## config.mk

```make
export PLATFORM = sky130hd
export DESIGN_NAME = fork_token_resource_controller_flat
export DESIGN_NICKNAME = d
export VERILOG_FILES = /design/src/rtl/core/ftrc_pkg.sv /design/src/rtl/core/ftrc_if.sv /design/src/rtl/core/ftrc_dp.sv /design/src/rtl/core/ftrc_ctrl.sv /design/src/rtl/core/fork_token_resource_controller.sv /design/src/flat_wrapper.sv
export SDC_FILE = /design/constraint.sdc
export NUM_CORES = 1
export LEC_CHECK = 0
export BUFFER_PORTS_ARGS = -buffer_cell sky130_fd_sc_hd__buf_2
export CORE_MARGIN = 2
export CORE_UTILIZATION = 55
export DETAILED_ROUTE_END_ITERATION = 12
export GPL_ROUTABILITY_DRIVEN = 0
export PLACE_DENSITY = 0.78
export SYNTH_ARGS = -nofsm -noshare
export SYNTH_HDL_FRONTEND = slang
export SYNTH_SLANG_ARGS = --single-unit
```

## constraint.sdc

```tcl
create_clock -name clk -period 4.6 [get_ports clk]
set_input_delay 0.46 -clock clk [delete_from_list [all_inputs] [get_ports clk]]
set_output_delay 0.46 -clock clk [all_outputs]
set_load 0.1 [all_outputs]
```

## src/rtl/core/ftrc_pkg.sv

```systemverilog
// Shared types, codes and widths for the fork token resource controller.
package ftrc_pkg;

	localparam int MAX_NB     = 4;
	localparam int ACTION_W   = 3;
	localparam int NB_W       = 2;
	localparam int CNT_W      = 3;
	localparam int NCOUNT_W   = 3;
	localparam int OWNER_W    = 4;
	localparam int CFG_DATA_W = 4;
	localparam int CFG_IDX_W  = 1;
	localparam int KIND_W     = 2;
	localparam int PHASE_W    = 2;

	localparam logic [ACTION_W-1:0] ACT_INIT       = 3'd0;
	localparam logic [ACTION_W-1:0] ACT_DONE_EAT   = 3'd1;
	localparam logic [ACTION_W-1:0] ACT_DONE_THINK = 3'd2;
	localparam logic [ACTION_W-1:0] ACT_REQ_IN     = 3'd3;
	localparam logic [ACTION_W-1:0] ACT_FORK_IN    = 3'd4;

	localparam logic [CFG_IDX_W-1:0] CFG_NCOUNT = 1'b0;
	localparam logic [CFG_IDX_W-1:0] CFG_OWNER  = 1'b1;

	typedef enum logic [PHASE_W-1:0] {
		PH_EAT   = 2'd0,
		PH_HUNGRY = 2'd1,
		PH_THINK = 2'd2
	} phase_t;

	typedef enum logic [KIND_W-1:0] {
		K_FORK   = 2'd0,
		K_REQ    = 2'd1,
		K_EAT    = 2'd2,
		K_STATUS = 2'd3
	} kind_t;

	// controller -> datapath
	typedef struct packed {
		logic              capture;
		logic              init;
		logic              set_phase;
		phase_t            phase_val;
		logic              start_eat;
		logic              give;
		logic              take;
		logic              set_tok;
		logic              clr_tok;
		logic [NB_W-1:0]   sel;
		logic              emit;
		kind_t             kind;
		logic [NB_W-1:0]   target;
		logic              last;
	} dp_cmd_t;

	// datapath -> controller
	typedef struct packed {
		logic [ACTION_W-1:0] act;
		logic [NB_W-1:0]     nb;
		phase_t              phase;
		logic [CNT_W-1:0]    count;
		logic [MAX_NB-1:0]   holds;
		logic [MAX_NB-1:0]   dirty;
		logic [MAX_NB-1:0]   token;
		logic [MAX_NB-1:0]   nmask;
	} dp_sts_t;

endpackage

```

## src/rtl/core/ftrc_if.sv

```systemverilog
// Request and result channel interfaces.
interface ftrc_in_if;
	logic                          valid;
	logic                          ready;
	logic [ftrc_pkg::ACTION_W-1:0] action;
	logic [ftrc_pkg::NB_W-1:0]     neighbor;

	modport source (output valid, output action, output neighbor, input ready);
	modport sink   (input valid, input action, input neighbor, output ready);
endinterface

interface ftrc_out_if;
	logic                         valid;
	logic                         ready;
	logic [ftrc_pkg::KIND_W-1:0]  kind;
	logic [ftrc_pkg::NB_W-1:0]    target;
	logic [ftrc_pkg::CNT_W-1:0]   forks_held;
	logic [ftrc_pkg::PHASE_W-1:0] phase;
	logic                         last;

	modport source (output valid, output kind, output target, output forks_held,
		output phase, output last, input ready);
	modport sink   (input valid, input kind, input target, input forks_held,
		input phase, input last, output ready);
endinterface

```

## src/rtl/core/ftrc_dp.sv

```systemverilog
// Datapath: per-neighbor fork, dirty and token bits, phase and fork count.
module ftrc_dp (
	input  logic                           clk,
	input  logic                           arst_n,
	input  ftrc_pkg::dp_cmd_t              cmd,
	input  logic [ftrc_pkg::CNT_W-1:0]     n_act,
	input  logic [ftrc_pkg::OWNER_W-1:0]   owner,
	input  logic [ftrc_pkg::ACTION_W-1:0]  in_action,
	input  logic [ftrc_pkg::NB_W-1:0]      in_nb,
	output ftrc_pkg::dp_sts_t              sts,
	output logic [ftrc_pkg::CNT_W-1:0]     count_d,
	output ftrc_pkg::phase_t               phase_d
);
	import ftrc_pkg::*;

	function automatic logic [CNT_W-1:0] popcount(input logic [MAX_NB-1:0] v);
		logic [CNT_W-1:0] c;
		c = '0;
		for (int i = 0; i < MAX_NB; i++) begin
			c = c + CNT_W'(v[i]);
		end
		return c;
	endfunction

	logic [ACTION_W-1:0] act_q;
	logic [NB_W-1:0]     nb_q;
	phase_t              phase_q;
	logic [CNT_W-1:0]    count_q;
	logic [MAX_NB-1:0]   holds_q, dirty_q, tok_q;
	logic [MAX_NB-1:0]   holds_d, dirty_d, tok_d, nmask;
	logic                recount;

	always_comb begin
		for (int i = 0; i < MAX_NB; i++) begin
			nmask[i] = CNT_W'(i) < n_act;
		end
	end

	always_comb begin
		holds_d = holds_q;
		dirty_d = dirty_q;
		tok_d   = tok_q;
		phase_d = phase_q;
		recount = 1'b0;
		if (cmd.init) begin
			holds_d = owner & nmask;
			dirty_d = owner & nmask;
			tok_d   = ~owner & nmask;
			phase_d = PH_EAT;
			recount = 1'b1;
		end
		if (cmd.give) begin
			holds_d[cmd.sel] = 1'b0;
			dirty_d[cmd.sel] = 1'b0;
			recount = 1'b1;
		end
		if (cmd.take) begin
			holds_d[cmd.sel] = 1'b1;
			dirty_d[cmd.sel] = 1'b0;
			recount = 1'b1;
		end
		if (cmd.set_tok) tok_d[cmd.sel] = 1'b1;
		if (cmd.clr_tok) tok_d[cmd.sel] = 1'b0;
		if (cmd.set_phase) phase_d = cmd.phase_val;
		// all forks of the active neighbors go dirty when eating starts
		if (cmd.start_eat) dirty_d = dirty_d | nmask;
	end

	assign count_d = recount ? popcount(holds_d & nmask) : count_q;

	always_ff @(posedge clk or negedge arst_n) begin
		if (!arst_n) begin
			phase_q <= PH_EAT;
			count_q <= '0;
			holds_q <= '0;
			dirty_q <= '0;
			tok_q   <= '0;
		end else begin
			phase_q <= phase_d;
			count_q <= count_d;
			holds_q <= holds_d;
			dirty_q <= dirty_d;
			tok_q   <= tok_d;
		end
	end

	always_ff @(posedge clk) begin
		if (cmd.capture) begin
			act_q <= in_action;
			nb_q  <= in_nb;
		end
	end

	assign sts.act   = act_q;
	assign sts.nb    = nb_q;
	assign sts.phase = phase_q;
	assign sts.count = count_q;
	assign sts.holds = holds_q;
	assign sts.dirty = dirty_q;
	assign sts.token = tok_q;
	assign sts.nmask = nmask;

endmodule

```

## src/rtl/core/ftrc_ctrl.sv

```systemverilog
// Controller: event decode and one-neighbor-per-cycle walk, held while stalled.
module ftrc_ctrl (
	input  logic                       clk,
	input  logic                       arst_n,
	input  logic                       in_valid,
	output logic                       in_ready,
	input  logic                       stall,
	input  logic [ftrc_pkg::CNT_W-1:0] n_act,
	input  ftrc_pkg::dp_sts_t          sts,
	output ftrc_pkg::dp_cmd_t          cmd
);
	import ftrc_pkg::*;

	typedef enum logic [4:0] {
		ST_IDLE = 5'b00001,
		ST_EXEC = 5'b00010,
		ST_WALK = 5'b00100,
		ST_REQ2 = 5'b01000,
		ST_STAT = 5'b10000
	} state_t;

	state_t           state_q, state_d;
	logic [CNT_W-1:0] idx_q, idx_d;
	logic [NB_W-1:0]  wi;
	logic             nb_ok;
	logic             all_after_take;
	logic [MAX_NB-1:0] nb_hot;

	assign in_ready = (state_q == ST_IDLE);
	assign wi       = idx_q[NB_W-1:0];
	assign nb_ok    = CNT_W'(sts.nb) < n_act;

	always_comb begin
		nb_hot = '0;
		nb_hot[sts.nb] = 1'b1;
	end
	assign all_after_take = ((sts.holds | nb_hot) & sts.nmask) == sts.nmask;

	always_comb begin
		cmd       = '0;
		cmd.phase_val = PH_EAT;
		cmd.kind  = K_STATUS;
		state_d   = state_q;
		idx_d     = idx_q;
		unique case (state_q)
			ST_IDLE: begin
				if (in_valid) begin
					cmd.capture = 1'b1;
					state_d = ST_EXEC;
				end
			end
			ST_EXEC: begin
				if (!stall) begin
					state_d = ST_STAT;
					cmd.sel = sts.nb;
					cmd.target = sts.nb;
					unique case (sts.act)
						ACT_INIT: cmd.init = 1'b1;
						ACT_DONE_EAT: begin
							if (sts.phase == PH_EAT) begin
								cmd.set_phase = 1'b1;
								cmd.phase_val = PH_THINK;
								idx_d = '0;
								state_d = ST_WALK;
							end
						end
						ACT_DONE_THINK: begin
							if (sts.phase == PH_THINK) begin
								cmd.set_phase = 1'b1;
								if (sts.count == n_act) begin
									cmd.phase_val = PH_EAT;
									cmd.start_eat = 1'b1;
									cmd.emit = 1'b1;
									cmd.kind = K_EAT;
									cmd.target = '0;
								end else begin
									cmd.phase_val = PH_HUNGRY;
									idx_d = '0;
									state_d = ST_WALK;
								end
							end
						end
						ACT_REQ_IN: begin
							if (nb_ok) begin
								cmd.set_tok = 1'b1;
								if (sts.phase != PH_EAT && sts.dirty[sts.nb]
										&& sts.holds[sts.nb]) begin
									cmd.give = 1'b1;
									cmd.emit = 1'b1;
									cmd.kind = K_FORK;
									if (sts.phase == PH_HUNGRY) state_d = ST_REQ2;
								end
							end
						end
						ACT_FORK_IN: begin
							if (nb_ok) begin
								cmd.take = 1'b1;
								if (sts.phase == PH_HUNGRY && all_after_take) begin
									cmd.start_eat = 1'b1;
									cmd.set_phase = 1'b1;
									cmd.phase_val = PH_EAT;
									cmd.emit = 1'b1;
									cmd.kind = K_EAT;
									cmd.target = '0;
								end
							end
						end
						default: ;
					endcase
				end
			end
			ST_WALK: begin
				if (!stall) begin
					if (idx_q >= n_act) begin
						state_d = ST_STAT;
					end else begin
						cmd.sel = wi;
						cmd.target = wi;
						if (sts.act == ACT_DONE_EAT) begin
							if (sts.token[wi] && sts.dirty[wi] && sts.holds[wi]) begin
								cmd.give = 1'b1;
								cmd.emit = 1'b1;
								cmd.kind = K_FORK;
							end
						end else if (sts.token[wi] && !sts.holds[wi]) begin
							cmd.clr_tok = 1'b1;
							cmd.emit = 1'b1;
							cmd.kind = K_REQ;
						end
						idx_d = idx_q + CNT_W'(1);
					end
				end
			end
			ST_REQ2: begin
				if (!stall) begin
					cmd.sel = sts.nb;
					cmd.target = sts.nb;
					cmd.clr_tok = 1'b1;
					cmd.emit = 1'b1;
					cmd.kind = K_REQ;
					state_d = ST_STAT;
				end
			end
			ST_STAT: begin
				if (!stall) begin
					cmd.emit = 1'b1;
					cmd.kind = K_STATUS;
					cmd.last = 1'b1;
					state_d = ST_IDLE;
				end
			end
			default: state_d = ST_IDLE;
		endcase
	end

	always_ff @(posedge clk or negedge arst_n) begin
		if (!arst_n) begin
			state_q <= ST_IDLE;
			idx_q   <= '0;
		end else begin
			state_q <= state_d;
			idx_q   <= idx_d;
		end
	end

endmodule

```

## src/rtl/core/fork_token_resource_controller.sv

```systemverilog
// Top level: one node of the fork/token (dining philosophers) protocol.
// Each request on req is one event (init, done eating, done thinking,
// request arrived, fork arrived); it produces one to five results on rsp:
// send-fork, send-request or start-eating messages, always closed by a status
// result with last set. An event runs through accept, execute and status,
// with a walk over the active neighbors (at most 4) added for done eating
// while eating and for done thinking while thinking that does not find every
// fork already in hand, and a second request step added for a request
// arriving while hungry that gives a fork away. The controller walks the
// neighbors one per cycle unless stalled; the single output register holds
// the controller whenever a result there is not taken. A new request is
// accepted once the status result of the previous one sits in the output
// register. Configuration: cfg_idx 0 is the neighbor count (values above
// 4 act as 4), cfg_idx 1 the initial ownership mask; both are used as soon
// as written, so they take effect at the next request only when written
// while idle, and the ownership mask only matters to init.
module fork_token_resource_controller (
	input  logic                              clk,
	input  logic                              arst_n,
	input  logic                              cfg_we,
	input  logic [ftrc_pkg::CFG_IDX_W-1:0]    cfg_idx,
	input  logic [ftrc_pkg::CFG_DATA_W-1:0]   cfg_data,
	ftrc_in_if.sink                           req,
	ftrc_out_if.source                        rsp
);
	import ftrc_pkg::*;

	logic [NCOUNT_W-1:0] ncount_q;
	logic [OWNER_W-1:0]  owner_q;
	logic [CNT_W-1:0]    n_act;
	dp_cmd_t             cmd;
	dp_sts_t             sts;
	logic [CNT_W-1:0]    count_d;
	phase_t              phase_d;
	logic                stall;

	// result register
	logic                rsp_valid_q;
	logic [KIND_W-1:0]   kind_q;
	logic [NB_W-1:0]     target_q;
	logic [CNT_W-1:0]    forks_q;
	logic [PHASE_W-1:0]  phase_q;
	logic                last_q;

	// configuration registers
	always_ff @(posedge clk or negedge arst_n) begin
		if (!arst_n) begin
			ncount_q <= NCOUNT_W'(2);
			owner_q  <= OWNER_W'(1);
		end else if (cfg_we) begin
			unique case (cfg_idx)
				CFG_NCOUNT: ncount_q <= cfg_data[NCOUNT_W-1:0];
				CFG_OWNER:  owner_q  <= cfg_data[OWNER_W-1:0];
				default: ;
			endcase
		end
	end

	// clamp neighbor count to the number of fork slots
	assign n_act = (CNT_W'(ncount_q) > CNT_W'(MAX_NB)) ? CNT_W'(MAX_NB)
		: CNT_W'(ncount_q);

	// controller holds while the result register is full and not drained
	assign stall = rsp_valid_q && !rsp.ready;

	ftrc_ctrl u_ctrl (
		.clk      (clk),
		.arst_n   (arst_n),
		.in_valid (req.valid),
		.in_ready (req.ready),
		.stall    (stall),
		.n_act    (n_act),
		.sts      (sts),
		.cmd      (cmd)
	);

	ftrc_dp u_dp (
		.clk       (clk),
		.arst_n    (arst_n),
		.cmd       (cmd),
		.n_act     (n_act),
		.owner     (owner_q),
		.in_action (req.action),
		.in_nb     (req.neighbor),
		.sts       (sts),
		.count_d   (count_d),
		.phase_d   (phase_d)
	);

	always_ff @(posedge clk or negedge arst_n) begin
		if (!arst_n) begin
			rsp_valid_q <= 1'b0;
		end else if (cmd.emit) begin
			rsp_valid_q <= 1'b1;
		end else if (rsp.ready) begin
			rsp_valid_q <= 1'b0;
		end
	end

	// fork count and phase are reported as they stand after this result
	always_ff @(posedge clk) begin
		if (cmd.emit) begin
			kind_q   <= cmd.kind;
			target_q <= cmd.target;
			forks_q  <= count_d;
			phase_q  <= phase_d;
			last_q   <= cmd.last;
		end
	end

	assign rsp.valid      = rsp_valid_q;
	assign rsp.kind       = kind_q;
	assign rsp.target     = target_q;
	assign rsp.forks_held = forks_q;
	assign rsp.phase      = phase_q;
	assign rsp.last       = last_q;

`ifndef NO_ASSERTIONS
	// status and last mark the same result
	a_last_is_status: assert property (@(posedge clk) disable iff (!arst_n)
		rsp.valid |-> ((rsp.kind == K_STATUS) == rsp.last))
		else $error("last flag does not match status kind");

	// an accepted request takes the controller out of idle
	a_one_at_a_time: assert property (@(posedge clk) disable iff (!arst_n)
		(req.valid && req.ready) |=> !req.ready)
		else $error("request accepted while previous one in flight");

	// start eating only with every active fork in hand
	a_eat_all_forks: assert property (@(posedge clk) disable iff (!arst_n)
		(rsp.valid && rsp.kind == K_EAT) |-> (rsp.phase == PH_EAT
			&& rsp.forks_held == n_act))
		else $error("start eating without all forks");
`endif

endmodule
```

## src/flat_wrapper.sv

```systemverilog
// flat-port wrapper written by rule: the top's interface ports become plain ports
module fork_token_resource_controller_flat import ftrc_pkg::*;
  (clk, arst_n, cfg_we, cfg_idx, cfg_data, req_valid, req_action, req_neighbor, req_ready, rsp_valid, rsp_kind, rsp_target, rsp_forks_held, rsp_phase, rsp_last, rsp_ready);
  ftrc_in_if req_i ();
  ftrc_out_if rsp_i ();
  input  logic clk;
  input  logic arst_n;
  input  logic cfg_we;
  input  logic [ftrc_pkg::CFG_IDX_W-1:0] cfg_idx;
  input  logic [ftrc_pkg::CFG_DATA_W-1:0] cfg_data;
  input wire logic [$bits(req_i.valid)-1:0] req_valid;
  input wire logic [$bits(req_i.action)-1:0] req_action;
  input wire logic [$bits(req_i.neighbor)-1:0] req_neighbor;
  output wire logic [$bits(req_i.ready)-1:0] req_ready;
  output wire logic [$bits(rsp_i.valid)-1:0] rsp_valid;
  output wire logic [$bits(rsp_i.kind)-1:0] rsp_kind;
  output wire logic [$bits(rsp_i.target)-1:0] rsp_target;
  output wire logic [$bits(rsp_i.forks_held)-1:0] rsp_forks_held;
  output wire logic [$bits(rsp_i.phase)-1:0] rsp_phase;
  output wire logic [$bits(rsp_i.last)-1:0] rsp_last;
  input wire logic [$bits(rsp_i.ready)-1:0] rsp_ready;
  assign req_i.valid = req_valid;
  assign req_i.action = req_action;
  assign req_i.neighbor = req_neighbor;
  assign req_ready = req_i.ready;
  assign rsp_valid = rsp_i.valid;
  assign rsp_kind = rsp_i.kind;
  assign rsp_target = rsp_i.target;
  assign rsp_forks_held = rsp_i.forks_held;
  assign rsp_phase = rsp_i.phase;
  assign rsp_last = rsp_i.last;
  assign rsp_i.ready = rsp_ready;
  fork_token_resource_controller u_core (.clk(clk), .arst_n(arst_n), .cfg_we(cfg_we), .cfg_idx(cfg_idx), .cfg_data(cfg_data), .req(req_i), .rsp(rsp_i));
endmodule
```

# [Yosys cells after proc, flatten, opt, wreduce, memory -nomap -nowiden]
# Cells that the tools add are included.
[classes] n_mul=0 n_lt_le_gt_ge=12 reduce_logical=20 bitwise_logic=15 div=0 muxes=103 shift=0 n_eq_ne=24 addsub=4
[ops] operator="2-to-1 mux 5 bit" n=17
[ops] operator="2-to-1 mux 4 bit" n=13
[ops] operator="2-to-1 mux 3 bit" n=15
[ops] operator="AND 4 bit" n=8
[ops] operator="2-to-1 mux 8 bit" n=4
[ops] operator="2-to-1 mux 1 bit" n=30
[ops] operator="one-hot mux 5 bit (5 select lines)" n=1
[ops] operator="one-hot mux 3 bit (3 select lines)" n=2
[ops] operator="OR 4 bit" n=4
[ops] operator="one-hot mux 5 bit (3 select lines)" n=1
[ops] operator="!= test 2 bit, second input constant" n=7
[ops] operator="one-hot mux 2 bit (3 select lines)" n=2
[ops] operator="one-hot mux 3 bit (2 select lines)" n=2
[ops] operator="one-hot mux 3 bit (4 select lines)" n=1
[ops] operator="binary-select mux 1 bit (select 2 bit)" n=5
[ops] operator="logical AND 1 bit" n=9
[ops] operator="< comparator 2 x 3 -> 1 bit, second input constant" n=3
[ops] operator="!= test 3 bit, second input constant" n=3
[ops] operator="NOT 4 bit" n=2
[ops] operator="AND reduction 8 bit" n=1
[ops] operator="2-to-1 mux 7 bit" n=1
[ops] operator="equality test 3 x 2 -> 1 bit, second input constant" n=2
[ops] operator="< comparator 1 x 3 -> 1 bit, first input constant" n=2
[ops] operator="< comparator 2 x 3 -> 1 bit, first input constant" n=2
[ops] operator="other kinds (31)" n=41
[totals] ff_bits=48 latchBits=0 in_bits=15 rom_bits=0 output_inout_bits=12 ramBits=0 elab_cells=195 n_memories=0

# [Depth between registers and ports, before layout]
[depth] ltp_word=27 mapped_depth=15 ltp_nobuf=14

# [Cells and area by module]
# Synthesis repeated with hierarchy kept, for this count alone.
[unflattened] cells_unflattened=313 area_unflattened_um2=3039.2
[by_module_without_submodules] module="ftrc_ctrl" cells_each=167 seq_area_each_um2=201.4 instances=1 area_per_inst_um2=1224.9
[by_module_without_submodules] module="ftrc_dp" cells_each=114 seq_area_each_um2=575.6 instances=1 area_per_inst_um2=1191.1
[by_module_without_submodules] module="fork_token_resource_controller" cells_each=32 seq_area_each_um2=503.0 instances=1 area_per_inst_um2=623.1

# [Worst setup path after synthesis]
# OpenSTA, ideal clock, no wires.
[synth_path] kind="flip-flop to flip-flop" startpoint="register u_core.ncount_q[2]" endpoint="register u_core.forks_q[1] (netlist: u_core.rsp.forks_held[1]), data pin" stages_incl_launch_ff=15 path_slack_ns=0.672 setup_ns=0.262 path_buffers=1 arrival_time_ns=3.666 period_less_slack_ns=3.928 required_time_ns=4.338 path_cell_list="dfrtp_1 -> clkbuf_1 -> clkinv_1 -> ha_1 -> a21oi_1 -> o21ai_1 -> o41ai_1 -> nor3_1 -> a21oi_1 -> o22ai_1 -> fa_1 -> inv_1 -> ha_1 -> ha_1 -> mux2_4"
[synth_between] elab_chain_cells=20 word_cells_on_any_way=39 cone_classes="3 x add/sub; 9 x order compare; 21 x mux; 5 x bitwise; 1 x reduce/logical"
[synth_lines] element="start: declaration" line_no="fork_token_resource_controller.sv:28" text="logic [NCOUNT_W-1:0] ncount_q;"
[synth_lines] element="start signal: assignment" line_no="fork_token_resource_controller.sv:52" text="CFG_NCOUNT: ncount_q <= cfg_data[NCOUNT_W-1:0];"
[synth_lines] element="> comparator 3 bit" line_no="fork_token_resource_controller.sv:60" text="assign n_act = (CNT_W'(ncount_q) > CNT_W'(MAX_NB)) ? CNT_W'(MAX_NB)"
[synth_lines] element="2-to-1 mux 3 bit (*)" line_no="fork_token_resource_controller.sv:60"
[synth_lines] element=">= comparator 3 bit" line_no="ftrc_ctrl.sv:114" text="if (idx_q >= n_act) begin"
[synth_lines] element="2-to-1 mux 8 bit" line_no="ftrc_ctrl.sv:114"
[synth_lines] element="2-to-1 mux 8 bit" line_no="ftrc_ctrl.sv:113" text="if (!stall) begin"
[synth_lines] element="one-hot mux 2 bit (3 select lines)" line_no="ftrc_ctrl.sv:45" text="unique case (state_q)"
[synth_lines] element="< comparator 2 x 3 -> 1 bit (not written as such) or >= comparator 2 x 1 -> 1 bit (tied branches)" line_no="ftrc_dp.sv:53, ftrc_dp.sv:58"
[synth_lines] element="logical AND 1 bit (not written as such)" line_no="ftrc_dp.sv:53, ftrc_dp.sv:58"
[synth_lines] element="[... 5 more ...]"
[synth_lines] element="OR 4 bit (no line)"
[synth_lines] element="2-to-1 mux 4 bit" line_no="ftrc_dp.sv:57" text="if (cmd.take) begin"
[synth_lines] element="AND 4 bit" line_no="ftrc_dp.sv:69" text="assign count_d = recount ? popcount(holds_d & nmask) : count_q;"
[synth_lines] element="adder 1 x 1 -> 2 bit" line_no="ftrc_dp.sv:20" text="c = c + CNT_W'(v[i]);"
[synth_lines] element="adder 2 x 1 -> 3 bit" line_no="ftrc_dp.sv:20"
[synth_lines] element="adder 3 x 1 -> 3 bit" line_no="ftrc_dp.sv:20"
[synth_lines] element="2-to-1 mux 3 bit (*)" line_no="ftrc_dp.sv:69"
[synth_lines] element="net u_core.count_d[1]" line_no="fork_token_resource_controller.sv:33" text="logic [CNT_W-1:0] count_d;"
[synth_lines] element="end signal: assignment" line_no="fork_token_resource_controller.sv:105" text="forks_q <= count_d;"
[synth_lines] element="end: declaration" line_no="fork_token_resource_controller.sv:41" text="logic [CNT_W-1:0] forks_q;"
# Mark *: on every way through the listed nets, which the timed path passes. The rest lies on a longest branch.
# A chain may end at the register's enable or synchronous reset.

# [Worst setup path after layout]
# Ends and elaborated chain as after synthesis.

==> reports/results.txt <==
Worst Path Max Fanout - 9
Compound-cell area share of the yosys netlist - 0.191
DRT antenna net count - 0
Routed WL - 7460 um
Initial drt markers - 354
GRT Overall Usage - 0.266
Count of final hold-check violations - 0
Clock latency on the worst-skew pair - 0.31 ns
Syn Inst Count - 294
HPWL Detailed - 5680 um
Vias/cell - 6.77
Nets - 342
Core area - 5140 um^2
Clock buffer count from CTS - 5
EDFF count, synth - 15
Pin count of the biggest net entering global routing - 34
WL/cell - 19.1 um
Period utilisation layout - 0.926
Min-delay worst type - primary input to asynchronous set/reset pin
Synth-to-Final Area Change - 10.6%
ANT cells - 0
Dpl ws - 0.471 ns
Starting Density - 0.571
Iteration count of the initial detailed-routing pass - 8
Critical Path RT - 4.66 ns
Post-Layout Cell Count - 390
Htree depth - 2
CTS clk-pin slew, worst paths - 0.10 ns
CP Launch Type - flip-flop
CTS root buffer - clkbuf_8
I/O pin total - 27
Final-layout fill cell count - 443
Peak VDD IR - 0.244 mV
Setup crit end kind - flip-flop
Yosys warns - 0
Num rows - 26
First-pass GRT wire length - 12400 um
Largest family of logic cells by synthesized area - simple AND/OR/NAND/NOR gates
CTS tree - done
Die ar. - 5930 um^2
Post-route cell area - 3240 um^2
Total gr overflow - 0
Synth cell types - 63
Number of global-route vias before repair - 2539
XOR/XNOR share of the synthesized area - 0.00896
Minimum clock period - 4.26 ns
Max cap viols - 0
Clock sinks - 48
PD cells - 519 nW/um^2
Most frequent cells in the layout - dfrtp_1 (30), buf_2 (26), a21oi_1 (24)
Post-route setup slack - 0.340 ns
Via count - 2642
Most common cell after layout, fill and taps aside - dfrtp_1
Worst R2R Setup Slack - 0.34 ns
Worst Clk Skew - 0.0110 ns
Placed Cells - 382
Syn Nets - 317
Dpl cell area - 3130 um^2
CP Class - flip-flop to flip-flop
Final core occ - 0.631
Die height - 77.0 um
Syn avg cell area - 9.98 um^2
Post_cts resized - 0
Post-Syn Area - 2930 um^2
Slew HR - 0.502
Layout cells sized above 1 - 0.203
Setup TNS - 0 ns
Seq cells post-synth - 48
Sequential share of the synthesized area - 0.436
RSZ-0062 raised after global routing - false
Most used DFF post-synth - dfrtp_1
Multiplexer share of the synthesized area - 0.0721
Final setup viols - 0
Width of the die - 77.0 um
DRC Markers - 0
Port Buf Inserts - 26
Pins over their slew limit - 0
Adder-Cell Fraction of Synth Area - 0.0367
Asr flop ratio synth - 0.688
Initial antenna violation count - 0
Leak - 1.34 nW
Clk buf depth - 2
Status - finished, final reports clean
CTS Hold Bufs - 0
Slew @ Worst Pin - 0.742 ns
Simple-gate area share of the yosys netlist - 0.218
CP arrival - 4.32 ns
FMAX - 235 MHz
Post CTS Setup Buffer Count - 0
==> cell families after synthesis <==
logic type               Yosys count
AND/OR/NAND/NOR                  111
AO/OA/AOI/OAI                     85
flip-flops                        48
buffers and inverters             24
multiplexers                      15
adder cells (fa/ha/maj)            8
XOR/XNOR                           3
==> worst max-delay path, stage by stage, from the launching register on <==
cell and delay (ns):
dfrtp_1 0.52, clkinv_1 0.30, ha_1 0.38, a21oi_1 0.21, o21ai_1 0.12, o41ai_1 0.63, nor3_1 0.21, a21oi_1 0.23
o22ai_1 0.11, fa_1 0.52, inv_1 0.04, ha_1 0.20, ha_1 0.28, mux2_4 0.27
==> registers in the layout, indices dropped and copies added (netlist names) <==
signal and cells:
u_core.ncount_q 3, u_core.owner_q 4, u_core.rsp.forks_held 3, u_core.rsp.kind 2, u_core.rsp.last 1, u_core.rsp.phase 2
u_core.rsp.target 2, u_core.rsp.valid 1, u_core.u_ctrl.idx_q 3, u_core.u_ctrl.state_q 5, u_core.u_dp.act_q 3, u_core.u_dp.count_q 3
u_core.u_dp.dirty_q 4, u_core.u_dp.holds_q 4, u_core.u_dp.nb_q 2, u_core.u_dp.phase_q 2, u_core.u_dp.tok_q 4
==> where the power goes <==
part           internal, mW  total (mW)  switching [mW]
clock network         0.164       0.309           0.145
registers             0.553       0.676           0.124
logic                 0.242       0.698           0.456
==> routing by layer <==
metal | share of wire | global-route usage | up-vias | wire length, um
li1 | - | - | 1180 | -
met1 | 0.40 | 0.351 | 1239 | 2970
met2 | 0.47 | 0.425 | 180 | 3470
met3 | 0.090 | 0.0471 | 43 | 672
met4 | 0.046 | 0.127 | 0 | 343
met5 | 0 | 0 | - | 0
==> cell usage after synthesis, types with 3 or more instances <==
cell	count	area share
nor3_1	16	0.027
a22o_1	4	0.012
a21oi_1	24	0.041
edfxtp_1	15	0.15
nand2b_1	3	0.0064
nor2_1	17	0.022
o21bai_1	3	0.0077
ha_1	7	0.030
nor3b_1	7	0.018
a221oi_1	4	0.012
buf_2	3	0.0051
mux2_4	3	0.015
and3b_1	3	0.0090
a211oi_1	5	0.013
nor4_1	6	0.013
dfstp_2	3	0.027
inv_1	8	0.010
and3_1	3	0.0064
mux2_2	7	0.027
o22ai_1	9	0.019
a21o_1	3	0.0077
a31oi_1	5	0.011
mux4_2	3	0.023
clkbuf_1	9	0.012
nand2_1	23	0.029
nand3_1	9	0.015
nor2b_1	6	0.013
nand4_1	5	0.011
dfrtp_1	30	0.26
o21ai_0	9	0.015
==> area by class of cell <==
cell class                 count  area, um^2  share of cell area
clock inverter                 3        46.3              0.0143
multi-input combinational    222        1540               0.476
timing repair buffer          33         183              0.0563
clock buffer                   5        68.8              0.0212
tap                           70        87.6              0.0270
inverter                       9        33.8              0.0104
sequential                    48        1280               0.395
==> worst paths after layout <==
kind / startpoint / cells past startpoint / end
max in group asynchronous: arst_n / 1 / u_core.u_dp.tok_q[3]
max reg2reg: u_core.ncount_q[2] / 13 / u_core.rsp.forks_held[1]
max: u_core.ncount_q[2] / 13 / u_core.rsp.forks_held[1]
min in group clk: req_action[1] / 1 / u_core.u_dp.act_q[1]
min reg2reg: u_core.u_dp.count_q[2] / 1 / u_core.u_dp.count_q[2]
min: arst_n / 1 / u_core.u_ctrl.state_q[4]
==> metrics by stage <==
step	hold slack (ns)	total power [mW]
finish	0.177	1.68
global route	0.253	1.78
CTS	0.226	1.67
detailed placement	0.531	1.36
global placement	0.529	1.34
floorplan	0.164	1.18
No activity file was read; power rests on OpenSTA's default activity.
